**config.mk**
```make
export PLATFORM = sky130hd
export DESIGN_NAME = small_matrix_add_sub_multiply
export DESIGN_NICKNAME = d
export VERILOG_FILES = /design/src/design/smasm_pkg.sv /design/src/design/smasm_ram.sv /design/src/design/smasm_mac.sv /design/src/design/smasm_seq.sv /design/src/design/small_matrix_add_sub_multiply.sv
export VERILOG_INCLUDE_DIRS = /design/src /design/src/design
export SDC_FILE = /design/constraint.sdc
export NUM_CORES = 2
export LEC_CHECK = 0
export BUFFER_PORTS_ARGS = -buffer_cell sky130_fd_sc_hd__buf_2
export CAP_MARGIN = 5
export CORE_MARGIN = 2
export CORE_UTILIZATION = 30
export CTS_CLUSTER_DIAMETER = 50
export DETAILED_ROUTE_END_ITERATION = 6
export MAX_ROUTING_LAYER = met4
export PLACE_DENSITY = 0.54
export SYNTH_ARGS = -nofsm -noshare
export SYNTH_HDL_FRONTEND = slang
export SYNTH_SLANG_ARGS = --single-unit
```
**constraint.sdc**
```tcl
create_clock -name clk_i -period 8.7 [get_ports clk_i]
set_input_delay 0.435 -clock clk_i [delete_from_list [all_inputs] [get_ports clk_i]]
set_output_delay 0.435 -clock clk_i [all_outputs]
set_load 0.05 [all_outputs]
```
**src/design/small_matrix_add_sub_multiply_defines.svh**
```systemverilog
// ----------------------------------------------------------------------------
// Small matrix add/sub/multiply: assertion macros
// Shared assertion macros for the matrix unit; they vanish under synthesis.
// ----------------------------------------------------------------------------
`ifndef SMALL_MATRIX_ADD_SUB_MULTIPLY_DEFINES_SVH
`define SMALL_MATRIX_ADD_SUB_MULTIPLY_DEFINES_SVH

`ifndef SYNTHESIS
`define SMASM_ASSERT(lbl, clk, rst_n, prop, msg) \
  lbl: assert property (@(posedge clk) disable iff (!rst_n) prop) else $error(msg);
`define SMASM_ASSERT_NEVER(lbl, clk, rst_n, expr, msg) \
  lbl: assert property (@(posedge clk) disable iff (!rst_n) !(expr)) else $error(msg);
`else
`define SMASM_ASSERT(lbl, clk, rst_n, prop, msg)
`define SMASM_ASSERT_NEVER(lbl, clk, rst_n, expr, msg)
`endif

`endif

```
**src/design/smasm_pkg.sv**
```systemverilog
// ----------------------------------------------------------------------------
// Small matrix add/sub/multiply: package
// Sizes, codes, shared types and helper functions of the matrix unit.
// ----------------------------------------------------------------------------
package smasm_pkg;

  localparam int MAX_DIM    = 8;
  localparam int ELEM_W     = 16;
  localparam int IDX_W      = (MAX_DIM > 1) ? $clog2(MAX_DIM) : 1;
  localparam int DIM_W      = $clog2(MAX_DIM + 1);
  localparam int DEPTH      = MAX_DIM * MAX_DIM;
  localparam int ADDR_W     = $clog2(DEPTH);
  localparam int ACC_W      = 40;
  localparam int FRAC_SHIFT = 8;

  localparam int ROW_W      = 3;
  localparam int VALUE_W    = 16;
  localparam int FUNC_W     = 2;
  localparam int IN_TDATA_W  = 24;
  localparam int OUT_TDATA_W = 48;

  localparam int CFG_IDX_W  = 3;
  localparam int CFG_DATA_W = 4;
  localparam int DIMREG_W   = 4;

  localparam logic [1:0] OP_ADD    = 2'd0;
  localparam logic [1:0] OP_SUB    = 2'd1;
  localparam logic [1:0] OP_MUL    = 2'd2;
  localparam logic [1:0] OP_UNUSED = 2'd3;

  localparam logic [FUNC_W-1:0] FUNC_WR_A    = 2'd0;
  localparam logic [FUNC_W-1:0] FUNC_WR_B    = 2'd1;
  localparam logic [FUNC_W-1:0] FUNC_COMPUTE = 2'd2;

  localparam logic [CFG_IDX_W-1:0] REG_OP_MODE = 3'd0;
  localparam logic [CFG_IDX_W-1:0] REG_A_ROWS  = 3'd1;
  localparam logic [CFG_IDX_W-1:0] REG_A_COLS  = 3'd2;
  localparam logic [CFG_IDX_W-1:0] REG_B_ROWS  = 3'd3;
  localparam logic [CFG_IDX_W-1:0] REG_B_COLS  = 3'd4;

  localparam logic [DIMREG_W-1:0] DIM_RESET = 4'd8;

  typedef struct packed {
    logic [1:0]          op_mode;
    logic [DIMREG_W-1:0] a_rows;
    logic [DIMREG_W-1:0] a_cols;
    logic [DIMREG_W-1:0] b_rows;
    logic [DIMREG_W-1:0] b_cols;
  } cfg_t;

  typedef struct packed {
    logic       valid;
    logic       first;
    logic       last;
    logic [1:0] mode;
  } mac_ctrl_t;

  function automatic logic [DIM_W-1:0] clamp_dim(logic [DIMREG_W-1:0] d);
    logic [DIM_W-1:0] r;
    if (d == '0) begin
      r = DIM_W'(1);
    end else if (int'(d) > MAX_DIM) begin
      r = DIM_W'(MAX_DIM);
    end else begin
      r = DIM_W'(d);
    end
    return r;
  endfunction

  function automatic logic [ADDR_W-1:0] elem_addr(int unsigned r, int unsigned c);
    return ADDR_W'(r * MAX_DIM + c);
  endfunction

endpackage

```
**src/design/smasm_ram.sv**
```systemverilog
// ----------------------------------------------------------------------------
// Small matrix add/sub/multiply: generic RAM
// One write port and one read port with registered read data.
// ----------------------------------------------------------------------------
module smasm_ram #(
  parameter int WIDTH = 16,
  parameter int DEPTH = 64
) (
  input  logic                     clk_i,
  input  logic                     we_i,
  input  logic [$clog2(DEPTH)-1:0] waddr_i,
  input  logic [WIDTH-1:0]         wdata_i,
  input  logic [$clog2(DEPTH)-1:0] raddr_i,
  output logic [WIDTH-1:0]         rdata_o
);

  logic [WIDTH-1:0] mem_q [DEPTH];

  always_ff @(posedge clk_i) begin
    if (we_i) begin
      mem_q[waddr_i] <= wdata_i;
    end
    rdata_o <= mem_q[raddr_i];
  end

endmodule

```
**src/design/smasm_mac.sv**
```systemverilog
// ----------------------------------------------------------------------------
// Small matrix add/sub/multiply: shared arithmetic unit
// Forms one term per cycle (sum, difference or product of two elements) and
// accumulates the terms of one result element in a 40-bit register.
// ----------------------------------------------------------------------------
module smasm_mac (
  input  logic                             clk_i,
  input  logic                             rst_ni,
  input  smasm_pkg::mac_ctrl_t             ctrl_i,
  input  logic signed [smasm_pkg::ELEM_W-1:0] a_i,
  input  logic signed [smasm_pkg::ELEM_W-1:0] b_i,
  output logic [smasm_pkg::ACC_W-1:0]      acc_o,
  output logic                             done_o
);

  smasm_pkg::mac_ctrl_t s1_q, s2_q;
  logic signed [smasm_pkg::ACC_W-1:0]    term_d, term_q;
  logic signed [smasm_pkg::ELEM_W:0]     sum;
  logic signed [2*smasm_pkg::ELEM_W-1:0] prod;
  logic [smasm_pkg::ACC_W-1:0]           acc_d, acc_q;
  logic                                  done_q;

  always_comb begin
    sum  = (s1_q.mode == smasm_pkg::OP_SUB) ? (a_i - b_i) : (a_i + b_i);
    prod = a_i * b_i;
    case (s1_q.mode)
      smasm_pkg::OP_ADD,
      smasm_pkg::OP_SUB: term_d = smasm_pkg::ACC_W'(sum) <<< smasm_pkg::FRAC_SHIFT;
      smasm_pkg::OP_MUL: term_d = smasm_pkg::ACC_W'(prod);
      default:           term_d = '0;
    endcase
  end

  always_comb begin
    acc_d = acc_q;
    if (s2_q.valid) begin
      acc_d = s2_q.first ? term_q : (acc_q + term_q);
    end
  end

  always_ff @(posedge clk_i or negedge rst_ni) begin
    if (!rst_ni) begin
      s1_q   <= '0;
      s2_q   <= '0;
      acc_q  <= '0;
      done_q <= 1'b0;
    end else begin
      s1_q   <= ctrl_i;
      s2_q   <= s1_q;
      acc_q  <= acc_d;
      done_q <= s2_q.valid && s2_q.last;
    end
  end

  always_ff @(posedge clk_i) begin
    term_q <= term_d;
  end

  assign acc_o  = acc_q;
  assign done_o = done_q;

endmodule

```
**src/design/smasm_seq.sv**
```systemverilog
// ----------------------------------------------------------------------------
// Small matrix add/sub/multiply: sequencer
// Checks shapes, walks the result elements and their terms, drives the store
// read addresses and the shared unit, and holds the result register.
// ----------------------------------------------------------------------------
`include "small_matrix_add_sub_multiply_defines.svh"

module smasm_seq (
  input  logic                            clk_i,
  input  logic                            rst_ni,
  input  smasm_pkg::cfg_t                 cfg_i,
  input  logic                            in_valid_i,
  input  logic [smasm_pkg::FUNC_W-1:0]    in_func_i,
  output logic                            in_ready_o,
  output logic [smasm_pkg::ADDR_W-1:0]    raddr_a_o,
  output logic [smasm_pkg::ADDR_W-1:0]    raddr_b_o,
  output smasm_pkg::mac_ctrl_t            mac_ctrl_o,
  input  logic [smasm_pkg::ACC_W-1:0]     mac_acc_i,
  input  logic                            mac_done_i,
  output logic                            out_valid_o,
  input  logic                            out_ready_i,
  output logic [smasm_pkg::ROW_W-1:0]     out_row_o,
  output logic [smasm_pkg::ROW_W-1:0]     out_col_o,
  output logic [smasm_pkg::ACC_W-1:0]     out_result_o,
  output logic                            out_status_o,
  output logic                            out_last_o
);

  localparam logic [1:0] ST_IDLE  = 2'd0;
  localparam logic [1:0] ST_ISSUE = 2'd1;
  localparam logic [1:0] ST_DRAIN = 2'd2;
  localparam logic [1:0] ST_PUSH  = 2'd3;

  logic [1:0]                  state_d, state_q;
  logic [smasm_pkg::IDX_W-1:0] i_d, i_q, j_d, j_q, k_d, k_q;
  logic [smasm_pkg::DIM_W-1:0] rows_d, rows_q, cols_d, cols_q, kn_d, kn_q;
  logic [1:0]                  mode_d, mode_q;
  logic                        err_d, err_q;
  logic [smasm_pkg::DIM_W-1:0] ar, ac, br, bc;
  logic                        accept, mismatch, is_mul, k_last, row_last, col_last;
  logic                        out_free, out_load, out_last;

  logic                        out_valid_q, out_status_q, out_last_q;
  logic [smasm_pkg::ROW_W-1:0] out_row_q, out_col_q;
  logic [smasm_pkg::ACC_W-1:0] out_result_q;

  assign in_ready_o = (state_q == ST_IDLE);
  assign accept     = in_valid_i && in_ready_o;

  assign ar = smasm_pkg::clamp_dim(cfg_i.a_rows);
  assign ac = smasm_pkg::clamp_dim(cfg_i.a_cols);
  assign br = smasm_pkg::clamp_dim(cfg_i.b_rows);
  assign bc = smasm_pkg::clamp_dim(cfg_i.b_cols);
  assign is_mul   = (cfg_i.op_mode == smasm_pkg::OP_MUL);
  assign mismatch = is_mul ? (ac != br) : ((ar != br) || (ac != bc));

  assign k_last   = (mode_q != smasm_pkg::OP_MUL) ||
                    ((smasm_pkg::DIM_W'(k_q) + smasm_pkg::DIM_W'(1)) == kn_q);
  assign row_last = (smasm_pkg::DIM_W'(i_q) + smasm_pkg::DIM_W'(1)) == rows_q;
  assign col_last = (smasm_pkg::DIM_W'(j_q) + smasm_pkg::DIM_W'(1)) == cols_q;
  assign out_last = err_q || (row_last && col_last);

  assign out_free = !out_valid_q || out_ready_i;
  assign out_load = (state_q == ST_PUSH) && out_free;

  always_comb begin
    mac_ctrl_o.valid = (state_q == ST_ISSUE);
    mac_ctrl_o.first = (k_q == '0);
    mac_ctrl_o.last  = k_last;
    mac_ctrl_o.mode  = mode_q;
    if (mode_q == smasm_pkg::OP_MUL) begin
      raddr_a_o = smasm_pkg::elem_addr(int'(i_q), int'(k_q));
      raddr_b_o = smasm_pkg::elem_addr(int'(k_q), int'(j_q));
    end else begin
      raddr_a_o = smasm_pkg::elem_addr(int'(i_q), int'(j_q));
      raddr_b_o = smasm_pkg::elem_addr(int'(i_q), int'(j_q));
    end
  end

  always_comb begin
    state_d = state_q;
    i_d     = i_q;
    j_d     = j_q;
    k_d     = k_q;
    rows_d  = rows_q;
    cols_d  = cols_q;
    kn_d    = kn_q;
    mode_d  = mode_q;
    err_d   = err_q;
    case (state_q)
      ST_IDLE: begin
        if (accept && (in_func_i == smasm_pkg::FUNC_COMPUTE) &&
            (cfg_i.op_mode != smasm_pkg::OP_UNUSED)) begin
          mode_d = cfg_i.op_mode;
          i_d    = '0;
          j_d    = '0;
          k_d    = '0;
          rows_d = ar;
          cols_d = is_mul ? bc : ac;
          kn_d   = ac;
          err_d  = mismatch;
          state_d = mismatch ? ST_PUSH : ST_ISSUE;
        end
      end
      ST_ISSUE: begin
        if (k_last) begin
          k_d     = '0;
          state_d = ST_DRAIN;
        end else begin
          k_d = k_q + smasm_pkg::IDX_W'(1);
        end
      end
      ST_DRAIN: begin
        if (mac_done_i) begin
          state_d = ST_PUSH;
        end
      end
      ST_PUSH: begin
        if (out_free) begin
          if (out_last) begin
            err_d   = 1'b0;
            state_d = ST_IDLE;
          end else begin
            state_d = ST_ISSUE;
            if (col_last) begin
              j_d = '0;
              i_d = i_q + smasm_pkg::IDX_W'(1);
            end else begin
              j_d = j_q + smasm_pkg::IDX_W'(1);
            end
          end
        end
      end
      default: state_d = ST_IDLE;
    endcase
  end

  always_ff @(posedge clk_i or negedge rst_ni) begin
    if (!rst_ni) begin
      state_q     <= ST_IDLE;
      i_q         <= '0;
      j_q         <= '0;
      k_q         <= '0;
      rows_q      <= '0;
      cols_q      <= '0;
      kn_q        <= '0;
      mode_q      <= smasm_pkg::OP_ADD;
      err_q       <= 1'b0;
      out_valid_q <= 1'b0;
    end else begin
      state_q <= state_d;
      i_q     <= i_d;
      j_q     <= j_d;
      k_q     <= k_d;
      rows_q  <= rows_d;
      cols_q  <= cols_d;
      kn_q    <= kn_d;
      mode_q  <= mode_d;
      err_q   <= err_d;
      if (out_load) begin
        out_valid_q <= 1'b1;
      end else if (out_ready_i) begin
        out_valid_q <= 1'b0;
      end
    end
  end

  always_ff @(posedge clk_i) begin
    if (out_load) begin
      out_row_q    <= err_q ? '0 : smasm_pkg::ROW_W'(i_q);
      out_col_q    <= err_q ? '0 : smasm_pkg::ROW_W'(j_q);
      out_result_q <= err_q ? '0 : mac_acc_i;
      out_status_q <= err_q;
      out_last_q   <= out_last;
    end
  end

  assign out_valid_o  = out_valid_q;
  assign out_row_o    = out_row_q;
  assign out_col_o    = out_col_q;
  assign out_result_o = out_result_q;
  assign out_status_o = out_status_q;
  assign out_last_o   = out_last_q;

  `SMASM_ASSERT(a_done_in_drain, clk_i, rst_ni, mac_done_i |-> (state_q == ST_DRAIN), "Unit finished outside the drain state.")
  `SMASM_ASSERT(a_k_in_range, clk_i, rst_ni, (state_q == ST_ISSUE) |-> (smasm_pkg::DIM_W'(k_q) < kn_q), "Term index ran past the inner dimension.")
  `SMASM_ASSERT(a_err_result, clk_i, rst_ni, (out_valid_q && out_status_q) |-> ((out_result_q == '0) && out_last_q), "Shape error transaction is not a single zero result.")
  `SMASM_ASSERT(a_run_end_idle, clk_i, rst_ni, (out_load && out_last) |=> (state_q == ST_IDLE), "Sequencer did not return to idle after the final result.")
  `SMASM_ASSERT_NEVER(a_accept_busy, clk_i, rst_ni, accept && (state_q != ST_IDLE), "Input transaction taken while busy.")

endmodule

```
**src/design/small_matrix_add_sub_multiply.sv**
```systemverilog
// ----------------------------------------------------------------------------
// Small matrix add/sub/multiply: top level
// Loads A and B element by element and streams out A+B, A-B or A*B.
// ----------------------------------------------------------------------------
// A compute transaction emits one result per element, formed one element at a time
// through the single read port of each store and the one shared MAC unit; multiply
// accumulates a_cols terms for each element.
// A shape error gives a single result, with its status set.
// rst_ni idles control, sets add and 8x8 shapes and clears the accumulator only.
module small_matrix_add_sub_multiply (
  input  logic                                  clk_i,
  input  logic                                  rst_ni,
  input  logic                                  cfg_we_i,
  input  logic [smasm_pkg::CFG_IDX_W-1:0]       cfg_idx_i,
  input  logic [smasm_pkg::CFG_DATA_W-1:0]      cfg_data_i,
  input  logic                                  s_axis_tvalid,
  output logic                                  s_axis_tready,
  // row [2:0], col [5:3], value [21:6], zero fill [23:22]
  input  logic [smasm_pkg::IN_TDATA_W-1:0]      s_axis_tdata,
  // func [1:0]
  input  logic [smasm_pkg::FUNC_W-1:0]          s_axis_tuser,
  output logic                                  m_axis_tvalid,
  input  logic                                  m_axis_tready,
  // out_row [2:0], out_col [5:3], result [45:6], zero fill [47:46]
  output logic [smasm_pkg::OUT_TDATA_W-1:0]     m_axis_tdata,
  // status [0]
  output logic [0:0]                            m_axis_tuser,
  output logic                                  m_axis_tlast
);

  smasm_pkg::cfg_t      cfg_q;
  smasm_pkg::mac_ctrl_t mac_ctrl;

  logic [smasm_pkg::ROW_W-1:0]   in_row, in_col;
  logic [smasm_pkg::ELEM_W-1:0]  in_value;
  logic                          in_accept, in_inside, we_a, we_b;
  logic [smasm_pkg::ADDR_W-1:0]  waddr, raddr_a, raddr_b;
  logic [smasm_pkg::ELEM_W-1:0]  rdata_a, rdata_b;
  logic [smasm_pkg::ACC_W-1:0]   mac_acc, out_result;
  logic                          mac_done;
  logic [smasm_pkg::ROW_W-1:0]   out_row, out_col;
  logic                          out_status;

  always_ff @(posedge clk_i or negedge rst_ni) begin
    if (!rst_ni) begin
      cfg_q.op_mode <= smasm_pkg::OP_ADD;
      cfg_q.a_rows  <= smasm_pkg::DIM_RESET;
      cfg_q.a_cols  <= smasm_pkg::DIM_RESET;
      cfg_q.b_rows  <= smasm_pkg::DIM_RESET;
      cfg_q.b_cols  <= smasm_pkg::DIM_RESET;
    end else if (cfg_we_i) begin
      case (cfg_idx_i)
        smasm_pkg::REG_OP_MODE: cfg_q.op_mode <= cfg_data_i[1:0];
        smasm_pkg::REG_A_ROWS:  cfg_q.a_rows  <= cfg_data_i;
        smasm_pkg::REG_A_COLS:  cfg_q.a_cols  <= cfg_data_i;
        smasm_pkg::REG_B_ROWS:  cfg_q.b_rows  <= cfg_data_i;
        smasm_pkg::REG_B_COLS:  cfg_q.b_cols  <= cfg_data_i;
        default: ;
      endcase
    end
  end

  assign in_row    = s_axis_tdata[2:0];
  assign in_col    = s_axis_tdata[5:3];
  assign in_value  = s_axis_tdata[6 +: smasm_pkg::ELEM_W];
  assign in_accept = s_axis_tvalid && s_axis_tready;
  assign in_inside = (int'(in_row) < smasm_pkg::MAX_DIM) &&
                     (int'(in_col) < smasm_pkg::MAX_DIM);
  assign we_a  = in_accept && in_inside && (s_axis_tuser == smasm_pkg::FUNC_WR_A);
  assign we_b  = in_accept && in_inside && (s_axis_tuser == smasm_pkg::FUNC_WR_B);
  assign waddr = smasm_pkg::elem_addr(int'(in_row), int'(in_col));

  smasm_ram #(
    .WIDTH (smasm_pkg::ELEM_W),
    .DEPTH (smasm_pkg::DEPTH)
  ) u_store_a (
    .clk_i   (clk_i),
    .we_i    (we_a),
    .waddr_i (waddr),
    .wdata_i (in_value),
    .raddr_i (raddr_a),
    .rdata_o (rdata_a)
  );

  smasm_ram #(
    .WIDTH (smasm_pkg::ELEM_W),
    .DEPTH (smasm_pkg::DEPTH)
  ) u_store_b (
    .clk_i   (clk_i),
    .we_i    (we_b),
    .waddr_i (waddr),
    .wdata_i (in_value),
    .raddr_i (raddr_b),
    .rdata_o (rdata_b)
  );

  smasm_mac u_mac (
    .clk_i  (clk_i),
    .rst_ni (rst_ni),
    .ctrl_i (mac_ctrl),
    .a_i    (rdata_a),
    .b_i    (rdata_b),
    .acc_o  (mac_acc),
    .done_o (mac_done)
  );

  smasm_seq u_seq (
    .clk_i        (clk_i),
    .rst_ni       (rst_ni),
    .cfg_i        (cfg_q),
    .in_valid_i   (s_axis_tvalid),
    .in_func_i    (s_axis_tuser),
    .in_ready_o   (s_axis_tready),
    .raddr_a_o    (raddr_a),
    .raddr_b_o    (raddr_b),
    .mac_ctrl_o   (mac_ctrl),
    .mac_acc_i    (mac_acc),
    .mac_done_i   (mac_done),
    .out_valid_o  (m_axis_tvalid),
    .out_ready_i  (m_axis_tready),
    .out_row_o    (out_row),
    .out_col_o    (out_col),
    .out_result_o (out_result),
    .out_status_o (out_status),
    .out_last_o   (m_axis_tlast)
  );

  assign m_axis_tdata = {2'b00, out_result, out_col, out_row};
  assign m_axis_tuser = out_status;

endmodule
```
# --- Yosys cells after proc, flatten, opt, wreduce, memory -nomap -nowiden ---
# Memory sizes are Yosys's and may differ from the RTL's. A register that Yosys moved wholly into a read port is not among the register bits.
# Index checks and enable logic that the tools add are counted.
word_totals:
  input_bits: 38
  out_inout_bits: 52
  word_cells: 158
  mem_count: 2
  register_bits: 182
  ram_bits: 2048
classes:
  n_addsub: 13
  n_eq_ne: 28
  multipliers: 1
  n_mux: 43
  reduce_logical: 37
  order_cmp: 4
mem_list:
  columns: ["name", "words", "word_bits", "rd", "rd_ports_with_merged_regs", "wr", "line_no", "source"]
  rows:
  - ["u_store_a.mem_q", 64, 16, 1, 1, 1, "smasm_ram.sv:17", "logic [WIDTH-1:0] mem_q [DEPTH];"]
  - ["u_store_b.mem_q", 64, 16, 1, 1, 1, "smasm_ram.sv:17", null]
ops:
  columns: ["cell", "n"]
  rows:
  - ["one-hot mux 40 bit (2 select lines)", 1]
  - ["adder 40 bit", 1]
  - ["2-to-1 mux 40 bit", 1]
  - ["2-to-1 mux 4 bit", 9]
  - ["multiplier 16 x 16 -> 32 bit", 1]
  - ["adder 6 x 3 -> 6 bit", 4]
  - ["2-to-1 mux 3 bit", 8]
  - ["one-hot mux 3 bit (2 select lines)", 3]
  - ["adder 16 x 16 -> 17 bit", 1]
  - ["2-to-1 mux 17 bit", 1]
  - ["subtractor 16 x 16 -> 17 bit", 1]
  - ["> comparator 4 bit, second input constant", 4]
  - ["logical NOT 4 bit", 4]
  - ["AND reduction 2 bit", 7]
  - ["adder 3 x 1 -> 4 bit, second input constant", 3]
  - ["equality test 2 bit, second input constant", 6]
  - ["equality test 4 bit", 3]
  - ["2-to-1 mux 6 bit", 2]
  - ["inequality test 4 bit", 3]
  - ["AND reduction 4 bit", 3]
  - ["2-to-1 mux 1 bit", 11]
  - ["2-to-1 mux 2 bit", 5]
  - ["inequality test 2 bit, second input constant", 5]
  - ["adder 3 x 1 -> 3 bit, second input constant", 3]
  - ["15 further kinds", 36]

# --- Logic depth before layout (Yosys ltp) ---
depth:
  depth_word: 9
  depth_mapped: 25

# --- Modules after synthesis ---
# A second synthesis with hierarchy kept.
hier_totals:
  cells_unflattened: 5838
  hier_area_um2: 100552.7
by_module_without_submodules:
  columns: ["mod", "cells_each", "seq_area_each_um2", "instances", "area_each_um2"]
  rows:
  - ["smasm_ram", 1829, 31069.8, 2, 40042.2]
  - ["smasm_mac", 1804, 1866.8, 1, 15934.0]
  - ["smasm_seq", 329, 2117.0, 1, 3717.3]
  - ["small_matrix_add_sub_multiply", 47, 455.4, 1, 817.0]

# --- Worst setup path before layout ---
# No wires, ideal clock.
synth_path:
  path_type: "reg2reg"
  startpoint: "register u_store_b.rdata_o[7], read port of u_store_b.mem_q"
  endpoint: "register u_mac.term_q[29] (netlist name)"
  path_stages_with_launch: 25
  synth_period_minus_slack_ns: 6.224
  setup_time_ns: 0.064
  arrival_ns: 6.159
  setup_slack_ns: 2.476
  required_ns: 8.636
  path_cell_list: "dfxtp_1 clkbuf_1 clkbuf_1 nand2_1 fa_1 inv_1 fa_1 inv_1 fa_1 inv_1 fa_1 fa_1 inv_1 fa_1 inv_1 ha_1 a21o_1 a21o_1 a21oi_1 o21ai_0 a31oi_1 o21ai_0 a211oi_1 or4b_2 nand4_1"
synth_between:
  elab_chain_cells: 3
  word_cells_on_any_way: 5
  cone_classes: "add/sub: 2; mul: 1; mux: 2"
synth_lines:
  columns: ["item", "line_no", "source"]
  rows:
  - ["start, declared", "smasm_ram.sv:14", "output logic [WIDTH-1:0] rdata_o"]
  - ["parallel branches: the longest is 2 deep, another holds multiplier 16 x 16 -> 32 bit", null, null]
  - ["one-hot mux 40 bit (2 select lines) (*)", "smasm_mac.sv:26", "case (s1_q.mode)"]
  - ["named net u_mac.term_d (one bit)", "smasm_mac.sv:17", "logic signed [smasm_pkg::ACC_W-1:0] term_d, term_q;"]
  - ["end signal, assigned", "smasm_mac.sv:56", "term_q <= term_d;"]
  - ["end, declared", "smasm_mac.sv:17", null]
# Mark *: on every way through the listed nets, which the timed path passes.
# A chain may end at the register's enable or synchronous reset.

# --- Worst setup path after layout ---
layout_path:
  startpoint: "register u_store_a.rdata_o[11], read port of u_store_a.mem_q"
  endpoint: "register u_mac.term_q[29] (netlist name)"
layout_between:
  elab_chain_cells: 3
  word_cells_on_any_way: 5
  cone_classes: "add/sub: 2; mul: 1; mux: 2"
layout_lines:
  columns: ["item", "line_no"]
  rows:
  - ["start, declared", "smasm_ram.sv:14"]
  - ["parallel branches: the longest is 2 deep, another holds multiplier 16 x 16 -> 32 bit", null]
  - ["one-hot mux 40 bit (2 select lines) (*)", "smasm_mac.sv:26"]
  - ["named net u_mac.term_d (one bit)", "smasm_mac.sv:17"]
# Marked as above.

==> metrics.cfg <==
[global_route]
grt_pass1_wl_um=364000
track_usage_pct=15.3
grt_pass1_vias=51900
overflow=0
antenna_found_initial=23
grt_max_degree=110

[drt]
vias=50100
drt_wl_total_um=250000
avgRoutedWirePerCell_um=24.6
dr.pass1.iters=7
ant_nets=0
vias_per_cell=4.92
drc=0
drt_iter0_markers=4588

[critical_path]
end_kind=flop
reg2reg_from=u_store_a.rdata_o[11]$_DFF_P_
setup.worst_path.start=u_store_a.rdata_o[11]$_DFF_P_
r2r-end=u_mac.term_q[29]$_DFF_P_
rrSetupSlack_ns=1.65
reg2regPathDepth=20
crit_arrival_ns=7.78
critical_path_class=reg2reg
cp-start-kind=flop
crit_path_max_fanout=17
cp.required_ns=9.43

[die]
core_um2=327000
dieArea_um2=334000
die_w_um=578
die_h_um=578
num_io_pins=90
fp-row-count=210
start_util_pct=30.2

[place]
detailed_place_hpwl_um=152000
io_buffers=85
gp_congestion=0.809
place_area_um2=105000

[synth]
synth_top_area_cell=edfxtp_1
async_flop_share_pct=4.17
synth_edf_count=2096
synth-main-ff-cell=edfxtp_1
synth.distinct_cells=77
ys_seq_area_share_pct=67.4
ys_seq_elements=2254
syn_inst=5321
ys_warn_count=0
synth_most_common_cell=edfxtp_1
syn_area_per_cell_um2=18.6
synthTopCellsByCount=edfxtp_1, mux4_2, inv_1
syn_area_um2=98800
synth_top_cells_by_area=edfxtp_1, mux4_2, fa_1, dfrtp_1, ha_1
synth_top_area_share_pct=63.7

[clock_network]
cts-buffers-inserted=274
cts_resized=0
clk_path_buf_depth=4
cts.sinks=2254
tritoncts=built
cts_root_buffer=clkbuf_16
h-tree-depth=5
clk_latency_ns=0.86
post-cts-setup-buffer-count=0
path_clk_slew_ns=0.06

[layout]
num-nets-final=6063
multiInputGateArea_um2=30000
nFillCells=30800
syn_to_final_growth_pct=15.5
fin_util_pct=34.9
drive_above_1_share_pct=23.8
register_area_um2=66600
finalInstanceArea_um2=114000

[sta]
slew_headroom_pct=25.5
skew_ns=0.0822
rsz0062_at_grt=no
fin_crit_sh_pct=81.0
fin_crit_ns=7.05
drv_slew=0
setup-tns-final_ns=0
setup_viol=0
timing.fmax_mhz=142
tightest_slew_ns=1.12
whs_ns=0.0857
hold_viol=0

[min_path]
min_path_type=in2reg
worstHoldStart=s_axis_tdata[12]
holdPathStages=1
whs_endpoint=u_store_b.mem_q[55][6]$_DFFE_PP_

[outcome]
status=finished clean

[job]
max_cap_violations=0

layout make-up:
class                      instances  share of cell area [%]
clock inverter                   161                    1.42
inverter                         333                    1.10
sequential                      2254                    58.4
multi-input combinational       2477                    26.3
timing repair buffer             274                    1.77
tap                             4346                    4.76
clock buffer                     320                    6.31
antenna                           14                  0.0307
worst max-delay path: stages (launching register included):
cell and delay [ns]:
dfxtp_1 0.96, nand2_1 0.18, fa_1 0.55, fa_1 0.51
fa_1 0.52, inv_1 0.05, fa_1 0.48, fa_1 0.50
inv_1 0.05, fa_1 0.48, inv_1 0.07, ha_1 0.33
inv_1 0.10, nor2_1 0.12, o32ai_1 0.11, a21oi_1 0.28
a31oi_1 0.24, o21ai_0 0.53, a211oi_1 0.18, or4b_2 0.63
nand4_1 0.11
routing by layer:
metal / vias to the layer above / GRT usage (%) / part of all wire [%]
met1: 26900 / 21.3 / 45
met4: 0 / 3.38 / 2.0
met3: 371 / 2.56 / 6.2
met2: 1495 / 23.5 / 47
li1: 21400 / - / -
met5: - / - / 0
registers in the layout, summed over array words and instances, names as in the netlist, 2 cells and up:
register	cells
u_seq.state_q	2
u_mac.term_q	32
u_seq.out_row_o	3
u_seq.kn_q	4
u_seq.j_q	3
u_mac.acc_o	40
u_seq.mode_q	2
u_seq.rows_q	4
u_seq.cols_q	4
u_mac.s2_q	3
u_mac.s1_q	5
u_seq.i_q	3
u_store_a.rdata_o	16
u_store_b.mem_q	1024
u_seq.k_q	3
u_store_b.rdata_o	16
cfg_q	18
u_seq.out_col_o	3
u_store_a.mem_q	1024
u_seq.out_result_o	40
through the flow:
step / instances / worst slack, ns
floorplan: 5322 / 2.48
global placement: 9678 / 1.64
detailed placement: 9678 / 1.60
CTS: 10200 / 1.59
global route: 10200 / 1.31
finish: 10200 / 1.65
logic make-up after synthesis:
kind of cell	after synthesis	synth area share (%)
buffers and inverters	591	2.37
xor gates and xnor gates	97	0.860
adders and majority gates	411	7.21
other	1	0.00380
AOI/OAI and AO/OA	407	2.66
DFF	2254	67.4
and+or+nand+nor	874	4.25
muxes	686	15.3
what timing repair did:
item                                   CTS  global route
setup endpoints to repair                0             0
endpoints found under the hold margin   93             0
hold buffers                             6             0
cell usage in the layout, fill, tap and decap left out, drive strengths merged, types with 7 or more instances in the layout:
cell,n
nor2,267
diode,14
mux4,655
a211o,9
o22ai,8
o21ai,67
clkinvlp,16
a21o,39
clkinv,99
and2,148
or3,10
nand3,26
buf,268
mux2i,10
a21oi,121
dfrtp,90
inv,357
a31oi,32
dfxtp,64
and3,15
fa,264
ha,147
nand2b,26
o31ai,10
bufinv,22
clkbuf,320
o21bai,7
nor2b,59
mux2,21
xor2,42
nand2,240
nor3,29
a211oi,28
nand4,10
edfxtp,2096
o32ai,7
xnor2,55
o21a,27
worst max path at each step:
stage | endpoint | slack (ns) | cells past startpoint
detailed placement | u_mac.term_q[29]$_DFF_P_ | 1.60 | 20
floorplan | u_mac.term_q[29]$_DFF_P_ | 2.48 | 24
CTS | u_mac.term_q[29]$_DFF_P_ | 1.59 | 20
global route | u_mac.term_q[29]$_DFF_P_ | 1.31 | 20
global placement | u_mac.term_q[29]$_DFF_P_ | 1.64 | 20
finish | u_mac.term_q[29]$_DFF_P_ | 1.65 | 20
Power is not shown: default switching activity piles up to over one toggle a cycle in this logic, so the estimate is an artifact.
